<file path="config.mk">
export PLATFORM = sky130hd
export DESIGN_NAME = battery_gauge_monitor_core
export DESIGN_NICKNAME = d
export VERILOG_FILES = /design/src/hdl/bgm_pkg.sv /design/src/hdl/bgm_divider.sv /design/src/hdl/bgm_datapath.sv /design/src/hdl/bgm_ctrl.sv /design/src/hdl/battery_gauge_monitor_core.sv
export SDC_FILE = /design/constraint.sdc
export NUM_CORES = 2
export LEC_CHECK = 0
export BUFFER_PORTS_ARGS = -buffer_cell sky130_fd_sc_hd__buf_2
export CAP_MARGIN = 5
export CORE_MARGIN = 5
export CORE_UTILIZATION = 55
export CTS_CLUSTER_DIAMETER = 100
export CTS_CLUSTER_SIZE = 40
export DETAILED_ROUTE_END_ITERATION = 8
export PLACE_DENSITY_LB_ADDON = 0.12
export SLEW_MARGIN = 10
export SYNTH_ARGS = -nofsm -noshare
export SYNTH_HDL_FRONTEND = slang
export SYNTH_SLANG_ARGS = --single-unit
</file>
<file path="constraint.sdc">
create_clock -name clk_i -period 9.2 [get_ports clk_i]
set_clock_uncertainty 0.05 [all_clocks]
set_input_delay 1.84 -clock clk_i [delete_from_list [all_inputs] [get_ports clk_i]]
set_output_delay 1.84 -clock clk_i [all_outputs]
set_load 0.01 [all_outputs]
</file>
<file path="src/hdl/bgm_pkg.sv">
`default_nettype none
package bgm_pkg;

  localparam int unsigned ADC_W  = 12;
  localparam int unsigned VOLT_W = 10;
  localparam int unsigned PCT_W  = 7;
  localparam int unsigned CAP_W  = 13;
  localparam int unsigned DIV_W  = 24;

  localparam logic [VOLT_W-1:0] V_SAT      = 10'd999;
  localparam logic [VOLT_W-1:0] V_LOW      = 10'd520;
  localparam logic [VOLT_W-1:0] V_HYST_TOP = 10'd570;
  localparam logic [VOLT_W-1:0] V_FULL     = 10'd840;
  localparam logic [VOLT_W-1:0] V_HEALTH   = 10'd760;

  // calibration voltages, 10 mV units
  function automatic logic [VOLT_W-1:0] cal_volt(input logic [2:0] idx);
    logic [VOLT_W-1:0] v;
    case (idx)
      3'd0:    v = 10'd520;
      3'd1:    v = 10'd689;
      3'd2:    v = 10'd724;
      3'd3:    v = 10'd760;
      default: v = 10'd771;
    endcase
    return v;
  endfunction

  // register indexes
  localparam logic [2:0] REG_CAL0 = 3'd0;
  localparam logic [2:0] REG_CAL4 = 3'd4;
  localparam logic [2:0] REG_CAP  = 3'd5;

  // datapath commands
  typedef struct packed {
    logic load;      // capture request, compute average and segment
    logic div_start; // kick the current step
    logic [2:0] step;
    logic finish;    // never driven by the controller; unused by the datapath
  } bgm_cmd_t;

  typedef struct packed {
    logic div_done;  // current step finished
  } bgm_sts_t;

  localparam logic [2:0] STEP_VOLT   = 3'd0;
  localparam logic [2:0] STEP_PCT    = 3'd1;
  localparam logic [2:0] STEP_HEALTH = 3'd2;
  localparam logic [2:0] STEP_EFF    = 3'd3;
  localparam logic [2:0] STEP_REM    = 3'd4;

endpackage
`default_nettype wire

</file>
<file path="src/hdl/bgm_divider.sv">
`default_nettype none
module bgm_divider import bgm_pkg::*; (
  input  wire logic             clk_i,
  input  wire logic             rst_ni,
  input  wire logic             start_i,
  input  wire logic [DIV_W-1:0] num_i,
  input  wire logic [DIV_W-1:0] den_i,
  output logic                  done_o,
  output logic [DIV_W-1:0]      quo_o
);
  localparam int unsigned CNT_W = $clog2(DIV_W + 1);

  logic [DIV_W-1:0] rem_q, rem_d, quo_q, quo_d, den_q, den_d;
  logic [CNT_W-1:0] cnt_q, cnt_d;
  logic busy_q, busy_d, done_q, done_d;
  logic [DIV_W:0]   trial;

  // restoring division, one quotient bit a cycle
  always_comb begin
    rem_d  = rem_q;
    quo_d  = quo_q;
    den_d  = den_q;
    cnt_d  = cnt_q;
    busy_d = busy_q;
    done_d = 1'b0;
    trial  = '0;
    if (start_i) begin
      rem_d  = '0;
      quo_d  = num_i;
      den_d  = den_i;
      cnt_d  = CNT_W'(DIV_W);
      busy_d = 1'b1;
    end else if (busy_q) begin
      trial = {rem_q, quo_q[DIV_W-1]} - {1'b0, den_q};
      if (!trial[DIV_W]) begin
        rem_d = trial[DIV_W-1:0];
        quo_d = {quo_q[DIV_W-2:0], 1'b1};
      end else begin
        rem_d = {rem_q[DIV_W-2:0], quo_q[DIV_W-1]};
        quo_d = {quo_q[DIV_W-2:0], 1'b0};
      end
      cnt_d = cnt_q - 1'b1;
      if (cnt_q == CNT_W'(1)) begin
        busy_d = 1'b0;
        done_d = 1'b1;
      end
    end
  end

  always_ff @(posedge clk_i or negedge rst_ni) begin
    if (!rst_ni) begin
      busy_q <= 1'b0;
      done_q <= 1'b0;
      cnt_q  <= '0;
    end else begin
      busy_q <= busy_d;
      done_q <= done_d;
      cnt_q  <= cnt_d;
    end
  end

  always_ff @(posedge clk_i) begin
    rem_q <= rem_d;
    quo_q <= quo_d;
    den_q <= den_d;
  end

  assign done_o = done_q;
  assign quo_o  = quo_q;
endmodule
`default_nettype wire

</file>
<file path="src/hdl/bgm_datapath.sv">
`default_nettype none
module bgm_datapath import bgm_pkg::*; (
  input  wire logic              clk_i,
  input  wire logic              rst_ni,
  input  wire bgm_cmd_t          cmd_i,
  output bgm_sts_t               sts_o,
  input  wire logic              kind_i,
  input  wire logic [ADC_W-1:0]  sample_0_i,
  input  wire logic [ADC_W-1:0]  sample_1_i,
  input  wire logic [ADC_W-1:0]  sample_2_i,
  input  wire logic [ADC_W-1:0]  sample_3_i,
  input  wire logic [ADC_W-1:0]  cal_i [5],
  input  wire logic [CAP_W-1:0]  cap_i,
  output logic [ADC_W-1:0]       avg_o,
  output logic [VOLT_W-1:0]      volt_o,
  output logic [PCT_W-1:0]       pct_o,
  output logic [2:0]             level_o,
  output logic [PCT_W-1:0]       health_o,
  output logic [CAP_W-1:0]       rem_o,
  output logic                   low_o,
  output logic                   blink_o
);
  // ceil(2^26/100) and ceil(2^16/12); exact floors over the operand ranges used
  localparam logic [19:0] RECIP_100 = 20'd671089;
  localparam logic [12:0] RECIP_12  = 13'd5462;

  logic [ADC_W-1:0]  avg_q;
  logic [VOLT_W-1:0] volt_q, base_q;
  logic              kind_q, div_v_q, lowv_q;
  logic [DIV_W-1:0]  vnum_q, vden_q;
  logic              low_q, blink_q;
  logic [PCT_W-1:0]  pct_q, health_q;
  logic [15:0]       eff_q;
  logic [CAP_W-1:0]  rem_q;
  logic [2:0]        level_q;
  logic [19:0]       prod_q, prod_d;
  logic              calc_done_q;

  logic [ADC_W+1:0]  sum;
  logic [ADC_W-1:0]  avg_n;
  logic [1:0]        seg;
  logic [ADC_W-1:0]  p_lo, p_hi, pden;
  logic [VOLT_W-1:0] v_lo, dv;
  logic [DIV_W-1:0]  quo;
  logic              div_done, div_go, step_done;
  logic [VOLT_W:0]   vsum;
  logic [VOLT_W-1:0] v_new, dvv;
  logic [39:0]       q100;
  logic [23:0]       q12;

  assign sum   = {2'b0, sample_0_i} + {2'b0, sample_1_i}
               + {2'b0, sample_2_i} + {2'b0, sample_3_i} + 14'd2;
  assign avg_n = sum[ADC_W+1:2];

  always_comb begin
    seg = 2'd3;
    if (avg_n <= cal_i[1])      seg = 2'd0;
    else if (avg_n <= cal_i[2]) seg = 2'd1;
    else if (avg_n <= cal_i[3]) seg = 2'd2;
    p_lo = cal_i[seg];
    p_hi = cal_i[3'(seg) + 3'd1];
    v_lo = cal_volt(3'(seg));
    dv   = cal_volt(3'(seg) + 3'd1) - v_lo;
    pden = p_hi - p_lo;
  end

  // operands of the later steps, registered at the kick cycle;
  // (d*100+160)/320 = (d*5+8)/16 and (d*100+120)/240 = (d*5+6)/12
  always_comb begin
    dvv    = volt_q - V_LOW;
    prod_d = '0;
    case (cmd_i.step)
      STEP_PCT:    prod_d = 20'(dvv) * 20'd5 + 20'd8;
      STEP_HEALTH: prod_d = 20'(dvv) * 20'd5 + 20'd6;
      STEP_EFF:    prod_d = 20'(cap_i) * 20'(health_q);
      STEP_REM:    prod_d = 20'(eff_q) * 20'(pct_q);
      default: ;
    endcase
  end

  assign q100 = 40'(prod_q) * 40'(RECIP_100);
  assign q12  = 24'(prod_q) * 24'(RECIP_12);

  // only the voltage step needs a true division
  assign div_go = cmd_i.div_start && (cmd_i.step == STEP_VOLT);

  bgm_divider u_div (
    .clk_i(clk_i), .rst_ni(rst_ni), .start_i(div_go),
    .num_i(vnum_q), .den_i(vden_q), .done_o(div_done), .quo_o(quo)
  );
  assign step_done      = div_done || calc_done_q;
  assign sts_o.div_done = step_done;

  assign vsum  = {1'b0, base_q} + quo[VOLT_W:0];
  always_comb begin
    if (!div_v_q)                          v_new = base_q;
    else if (quo > DIV_W'(V_SAT) || vsum > {1'b0, V_SAT}) v_new = V_SAT;
    else                                   v_new = vsum[VOLT_W-1:0];
  end

  always_ff @(posedge clk_i) begin
    if (cmd_i.div_start) prod_q <= prod_d;
    if (cmd_i.load) begin
      kind_q <= kind_i;
      if (!kind_i) begin
        if (avg_n < cal_i[0] || cal_i[0] == '0 || cal_i[3] == '0) begin
          div_v_q <= 1'b1;
          base_q  <= '0;
          vnum_q  <= DIV_W'(avg_n) * DIV_W'(760) + DIV_W'(2047);
          vden_q  <= DIV_W'(4095);
        end else begin
          div_v_q <= p_hi > p_lo;
          base_q  <= v_lo;
          vnum_q  <= DIV_W'(avg_n - p_lo) * DIV_W'(dv) + DIV_W'(pden >> 1);
          vden_q  <= DIV_W'(pden);
        end
      end
    end
    if (step_done) begin
      case (cmd_i.step)
        STEP_PCT: begin
          pct_q <= (volt_q <= V_LOW) ? '0 : (volt_q >= V_FULL) ? PCT_W'(100)
                   : prod_q[PCT_W+3:4];
        end
        STEP_HEALTH: begin
          health_q <= (volt_q <= V_LOW) ? '0 : (volt_q >= V_HEALTH) ? PCT_W'(100)
                      : q12[PCT_W+15:16];
          // level = (pct*6+50)/100 via small compare chain
          level_q <= (pct_q >= 7'd92) ? 3'd6 : (pct_q >= 7'd75) ? 3'd5 :
                     (pct_q >= 7'd59) ? 3'd4 : (pct_q >= 7'd42) ? 3'd3 :
                     (pct_q >= 7'd25) ? 3'd2 : (pct_q >= 7'd9)  ? 3'd1 : 3'd0;
        end
        STEP_EFF: eff_q <= 16'(q100[39:26]);
        STEP_REM: rem_q <= q100[26+CAP_W-1:26];
        default: ;
      endcase
    end
  end

  always_ff @(posedge clk_i or negedge rst_ni) begin
    if (!rst_ni) begin
      avg_q       <= '0;
      volt_q      <= '0;
      low_q       <= 1'b0;
      blink_q     <= 1'b0;
      calc_done_q <= 1'b0;
    end else begin
      calc_done_q <= cmd_i.div_start && (cmd_i.step != STEP_VOLT);
      if (cmd_i.load && !kind_i) avg_q <= avg_n;
      if (div_done && cmd_i.step == STEP_VOLT && !kind_q) volt_q <= v_new;
      if (cmd_i.load && kind_i) begin
        if (volt_q <= V_LOW) begin
          low_q   <= 1'b1;
          blink_q <= ~blink_q;
        end else if (volt_q > V_HYST_TOP) begin
          low_q   <= 1'b0;
          blink_q <= 1'b0;
        end
      end
    end
  end

  assign avg_o    = avg_q;
  assign volt_o   = volt_q;
  assign pct_o    = pct_q;
  assign level_o  = level_q;
  assign health_o = health_q;
  assign rem_o    = rem_q;
  assign low_o    = low_q;
  assign blink_o  = blink_q;
endmodule
`default_nettype wire

</file>
<file path="src/hdl/bgm_ctrl.sv">
`default_nettype none
module bgm_ctrl import bgm_pkg::*; (
  input  wire logic clk_i,
  input  wire logic rst_ni,
  input  wire logic in_valid_i,
  output logic      in_ready_o,
  output logic      out_valid_o,
  input  wire logic out_ready_i,
  input  wire bgm_sts_t sts_i,
  output bgm_cmd_t  cmd_o
);
  localparam logic [1:0] S_IDLE = 2'd0;
  localparam logic [1:0] S_KICK = 2'd1;
  localparam logic [1:0] S_WAIT = 2'd2;

  logic [1:0] state_q, state_d;
  logic [2:0] step_q, step_d;
  logic       ovalid_q, ovalid_d;

  assign in_ready_o = (state_q == S_IDLE) && !ovalid_q;

  always_comb begin
    state_d  = state_q;
    step_d   = step_q;
    ovalid_d = ovalid_q && !out_ready_i;
    cmd_o    = '0;
    cmd_o.step = step_q;
    case (state_q)
      S_IDLE: if (in_valid_i && in_ready_o) begin
        cmd_o.load = 1'b1;
        step_d  = STEP_VOLT;
        state_d = S_KICK;
      end
      S_KICK: begin
        cmd_o.div_start = 1'b1;
        state_d = S_WAIT;
      end
      S_WAIT: if (sts_i.div_done) begin
        if (step_q == STEP_REM) begin
          ovalid_d = 1'b1;
          state_d  = S_IDLE;
        end else begin
          step_d  = step_q + 3'd1;
          state_d = S_KICK;
        end
      end
      default: state_d = S_IDLE;
    endcase
  end

  always_ff @(posedge clk_i or negedge rst_ni) begin
    if (!rst_ni) begin
      state_q  <= S_IDLE;
      step_q   <= STEP_VOLT;
      ovalid_q <= 1'b0;
    end else begin
      state_q  <= state_d;
      step_q   <= step_d;
      ovalid_q <= ovalid_d;
    end
  end

  assign out_valid_o = ovalid_q;
endmodule
`default_nettype wire

</file>
<file path="src/hdl/battery_gauge_monitor_core.sv">
`default_nettype none
// Request flow: once a request is accepted, the voltage step runs (kick, 24-bit bit-serial
// division, done), then the charge, health, capacity and remaining steps; the charge step
// uses a shift, the others reciprocal multiplication.
// Requests: a new one is taken only in idle, after the previous one is finished; a waiting
// result holds off the next request.
// Reset: async active low; average, voltage, flags and calibration clear, capacity 2000 mAh.
module battery_gauge_monitor_core import bgm_pkg::*; (
  input  wire logic              clk_i,
  input  wire logic              rst_ni,
  input  wire logic              in_valid_i,
  output logic                   in_ready_o,
  input  wire logic              kind_i,
  input  wire logic [ADC_W-1:0]  sample_0_i,
  input  wire logic [ADC_W-1:0]  sample_1_i,
  input  wire logic [ADC_W-1:0]  sample_2_i,
  input  wire logic [ADC_W-1:0]  sample_3_i,
  output logic                   out_valid_o,
  input  wire logic              out_ready_i,
  output logic [ADC_W-1:0]       averaged_adc_o,
  output logic [VOLT_W-1:0]      voltage_10mv_o,
  output logic [PCT_W-1:0]       charge_percent_o,
  output logic [2:0]             display_level_o,
  output logic [PCT_W-1:0]       health_percent_o,
  output logic [CAP_W-1:0]       remaining_mah_o,
  output logic                   low_battery_o,
  output logic                   low_blink_o,
  input  wire logic              psel,
  input  wire logic              penable,
  input  wire logic              pwrite,
  input  wire logic [4:0]        paddr,
  input  wire logic [31:0]       pwdata,
  output logic [31:0]            prdata,
  output logic                   pready
);
  // configuration registers
  logic [ADC_W-1:0] cal_q [5];
  logic [CAP_W-1:0] cap_q;
  logic [2:0]       ridx;
  logic             wr_en;

  assign pready = 1'b1;
  assign ridx   = paddr[4:2];
  assign wr_en  = psel && penable && pwrite;

  always_ff @(posedge clk_i or negedge rst_ni) begin
    if (!rst_ni) begin
      for (int i = 0; i < 5; i++) cal_q[i] <= '0;
      cap_q <= CAP_W'(2000);
    end else if (wr_en) begin
      if (ridx <= REG_CAL4) cal_q[ridx] <= pwdata[ADC_W-1:0];
      else if (ridx == REG_CAP) cap_q <= pwdata[CAP_W-1:0];
    end
  end

  always_comb begin
    prdata = '0;
    if (ridx <= REG_CAL4)     prdata = 32'(cal_q[ridx]);
    else if (ridx == REG_CAP) prdata = 32'(cap_q);
  end

  bgm_cmd_t cmd;
  bgm_sts_t sts;

  bgm_ctrl u_ctrl (
    .clk_i(clk_i), .rst_ni(rst_ni), .in_valid_i(in_valid_i), .in_ready_o(in_ready_o),
    .out_valid_o(out_valid_o), .out_ready_i(out_ready_i), .sts_i(sts), .cmd_o(cmd)
  );

  bgm_datapath u_dp (
    .clk_i(clk_i), .rst_ni(rst_ni), .cmd_i(cmd), .sts_o(sts), .kind_i(kind_i),
    .sample_0_i(sample_0_i), .sample_1_i(sample_1_i), .sample_2_i(sample_2_i),
    .sample_3_i(sample_3_i), .cal_i(cal_q), .cap_i(cap_q),
    .avg_o(averaged_adc_o), .volt_o(voltage_10mv_o), .pct_o(charge_percent_o),
    .level_o(display_level_o), .health_o(health_percent_o), .rem_o(remaining_mah_o),
    .low_o(low_battery_o), .blink_o(low_blink_o)
  );

  // no new request while a result waits
  a_no_accept_while_out: assert property (@(posedge clk_i) disable iff (!rst_ni)
    out_valid_o |-> !in_ready_o) else $error("request accepted over pending result");
  // a result appears only after the last step
  a_out_after_work: assert property (@(posedge clk_i) disable iff (!rst_ni)
    $rose(out_valid_o) |-> $past(sts.div_done)) else $error("result without division");
  a_volt_sat: assert property (@(posedge clk_i) disable iff (!rst_ni)
    voltage_10mv_o <= V_SAT) else $error("voltage above saturation");
endmodule
`default_nettype wire
</file>
==> results.tsv <==
stage	metric	value	unit
min_path	Hold Path Cell Cnt	0	
critical_path	Worst path max stage delay	0.54	ns
routing	DR pass1 iterations	5	
critical_path	Crit-path slowest cell	fa_1	
critical_path	crit path capture type	flip-flop	
synth	Distinct cells, synth	88	
placement	cell area after placement	45120	um2
synth	share of the synthesized area in the top cell type	25.07	%
clock_tree	CTS buffer count	17	
timing	Tcrit/Tclk final	144.0	%
floorplan	Ports	182	
synth	leading cell type by number of instances after synthesis	inv_1	
global_route	Total GRT Usage	26.82	%
floorplan	die area	78540	um2
critical_path	Arr. time, crit path	13.52	ns
clock_tree	H-tree depth	1	
critical_path	reg-to-reg endpoint	u_dp.vnum_q[23]	
synth	FF+latch count, synth	280	
routing	1st-iter DRT viols	1404	
synth	top area cells in the synthesized netlist	fa_1, ha_1, edfxtp_1, inv_1, dfrtp_1	
clock_tree	clock net sink count	280	
critical_path	R2R Setup Slk	-0.01	ns
finish	layout cells sized above 1	19.06	%
floorplan	starting density of the core	55.24	%
floorplan	Core Rows	99	
global_route	vias in the first global route	32193	
clock_tree	CTS tree	yes	
job	Max Cap Violations	0	
placement	global placer's final weighted congestion	0.9415	
routing	via count	30972	
timing	setup violators final	30	
routing	drc violations	0	
routing	Routed WL	103.9	mm
synth	ys async rst share	39.64	%
clock_tree	CTS Buffer Depth	3	
routing	drt wl/cell	18.21	um
synth	Synth area leader	fa_1	
timing	Rel. slew slack	22.20	%
min_path	origin of the worst min-delay path	u_dp.vden_q[11]	
placement	placed cell count	5633	
critical_path	worst r2r src	cal_q[37]	
finish	# diodes	0	
routing	post-route ant nets	0	
critical_path	CP startpoint kind	input pin	
global_route	grt ovf	0	
synth	Syn Std Cell Area	40170	um2
finish	# fillers	6070	
synth	Synth Area per Inst	9.503	um2
min_path	hold path endpoint	u_dp.u_div.den_q[11]	
critical_path	Setup CP Type	input pin to flip-flop	
timing	fmax	75.47	MHz
clock_tree	Clock Root Buffer	clkbuf_16	
min_path	worst hold path type	flip-flop to flip-flop	
clock_tree	hold buffer count at CTS	0	
timing	Hold Violations, Final	0	
floorplan	Core Region	72710	um2
timing	hold_ws	0.3769	ns
timing	pins over their slew limit	0	
global_route	initial antenna violation count	0	
placement	port bufs	140	
finish	Non-Filler Instances	5708	
finish	Final Instance Area	46910	um2
critical_path	R2R cell count	39	
timing	transition time of the tightest slew-check pin	1.164	ns
timing	min Tclk post-route	13.25	ns
floorplan	Die X	280.2	um
synth	top cells by count, synth	inv_1, ha_1, fa_1	
synth	Syn Inst Count	4227	
run_status	failing checks	setup timing	
timing	RSZ-0062 raised after global routing	true	
clock_tree	Clock transition at path regs	0.10	ns
finish	area growth from synthesis to layout	16.79	%
global_route	first-pass GRT wire length	170.7	mm
global_route	largest net degree at the start of global routing	61	
synth	EDFF count, synth	145	
timing	post-route setup slack	-4.050	ns
synth	YS warnings	0	
placement	dpl hpwl	86.66	mm
run_status	run status	finished, violations left	
routing	vias per inst	5.426	
clock_tree	Worst-Skew Late Latency	0.58	ns
finish	Final nets	5910	
finish	final core utilization	64.52	%
synth	sequential share of the synthesized area	18.97	%
critical_path	critical-path maximum fanout	6	
synth	Top FF cell, synth	edfxtp_1	
floorplan	Die Height	280.2	um
critical_path	Worst Path Required	9.47	ns
cell families after synthesis:
kind of cell,Yosys count,synth area share [%]
fa+ha+maj,1079,43.01
xor+xnor,195,4.252
compound gates,654,10.21
mux,98,2.987
simple gates,1004,11.79
flops,280,18.97
buf+inv,915,8.765
other cells,2,0.01870
flip-flops by register name, indices dropped and copies added (netlist names), 10 cells and up:
name	flops
cal_q	60
cap_q	13
u_dp.avg_o	12
u_dp.eff_q	14
u_dp.prod_q	20
u_dp.rem_o	13
u_dp.u_div.den_q	12
u_dp.u_div.quo_o	24
u_dp.u_div.rem_q	24
u_dp.vden_q	12
u_dp.vnum_q	24
u_dp.volt_o	10
layout by cell type, fill, tap and decap left out, types with 27 or more instances in the layout:
cell type and n:
and2_1 91, o21ai_0 131, buf_4 432, nand3_1 41, dfrtp_1 105, a21o_1 62, nand2_1 355, mux2_2 55
xor2_1 62, o21a_1 30, edfxtp_1 145, o21ai_1 30, nand2b_1 57, o22ai_1 28, mux2i_1 30, nor3_1 45
inv_2 27, fa_1 492, inv_1 763, nor2b_1 36, buf_2 137, ha_1 546, nor2_1 225, xnor2_1 115
a21oi_1 155, a211oi_1 29
worst max-delay path, delay by kind of cell:
kind,cells,cell delay (ns)
buffers and inverters,10,0.78
adder cells (fa/ha/maj),13,4.75
XOR/XNOR,4,0.53
AO/OA/AOI/OAI,28,4.46
AND/OR/NAND/NOR,7,1.00
multiplexers,1,0.15
per-layer routing:
layer	global-route usage (%)	vias up	share of wire, %
li1	-	14850	-
met1	35.17	15250	42
met2	48.12	722	50
met3	2.671	150	4.6
met4	6.599	0	3.1
met5	0	-	0
worst max path at each step:
| stage | start | endpoint | slack, ns | cells past startpoint |
|---|---|---|---|---|
| floorplan | sample_0_i[1] | u_dp.vnum_q[23] | -4.29 | 61 |
| global placement | sample_0_i[0] | u_dp.vnum_q[22] | -4.77 | 61 |
| detailed placement | sample_0_i[0] | u_dp.vnum_q[22] | -4.86 | 61 |
| CTS | sample_1_i[1] | u_dp.vnum_q[23] | -4.09 | 60 |
| global route | sample_0_i[0] | u_dp.vnum_q[23] | -4.69 | 62 |
| finish | sample_0_i[0] | u_dp.vnum_q[23] | -4.05 | 63 |
per-stage QoR:
step | TNS, ns | setup slack, ns
final | -70.33 | -4.050
after global routing | -85.54 | -4.693
after CTS | -70.30 | -4.086
after detailed placement | -99.66 | -4.857
after global placement | -94.88 | -4.773
after floorplan | -68.19 | -4.294
layout make-up:
type                            count  area, um2  share of cell area (%)
Timing Repair Buffer              597       4274                   9.111
Multi-Input combinational cell   3050      30200                   64.38
Tap cell                          959       1200                   2.558
Clock buffer                       18      429.2                  0.9148
Inverter                          792       2978                   6.348
Sequential cell                   280       7620                   16.24
Clock inverter                     12      209.0                  0.4454
timing repair:
item	in CTS	in global routing
buffers inserted	43	21
gates resized for setup	110	68
pin swaps	74	58
endpoints found under the setup margin	31	33
Power is left out: the tool's default activity adds up to more than one toggle a clock period on the data nets, which glitch-free logic cannot reach.
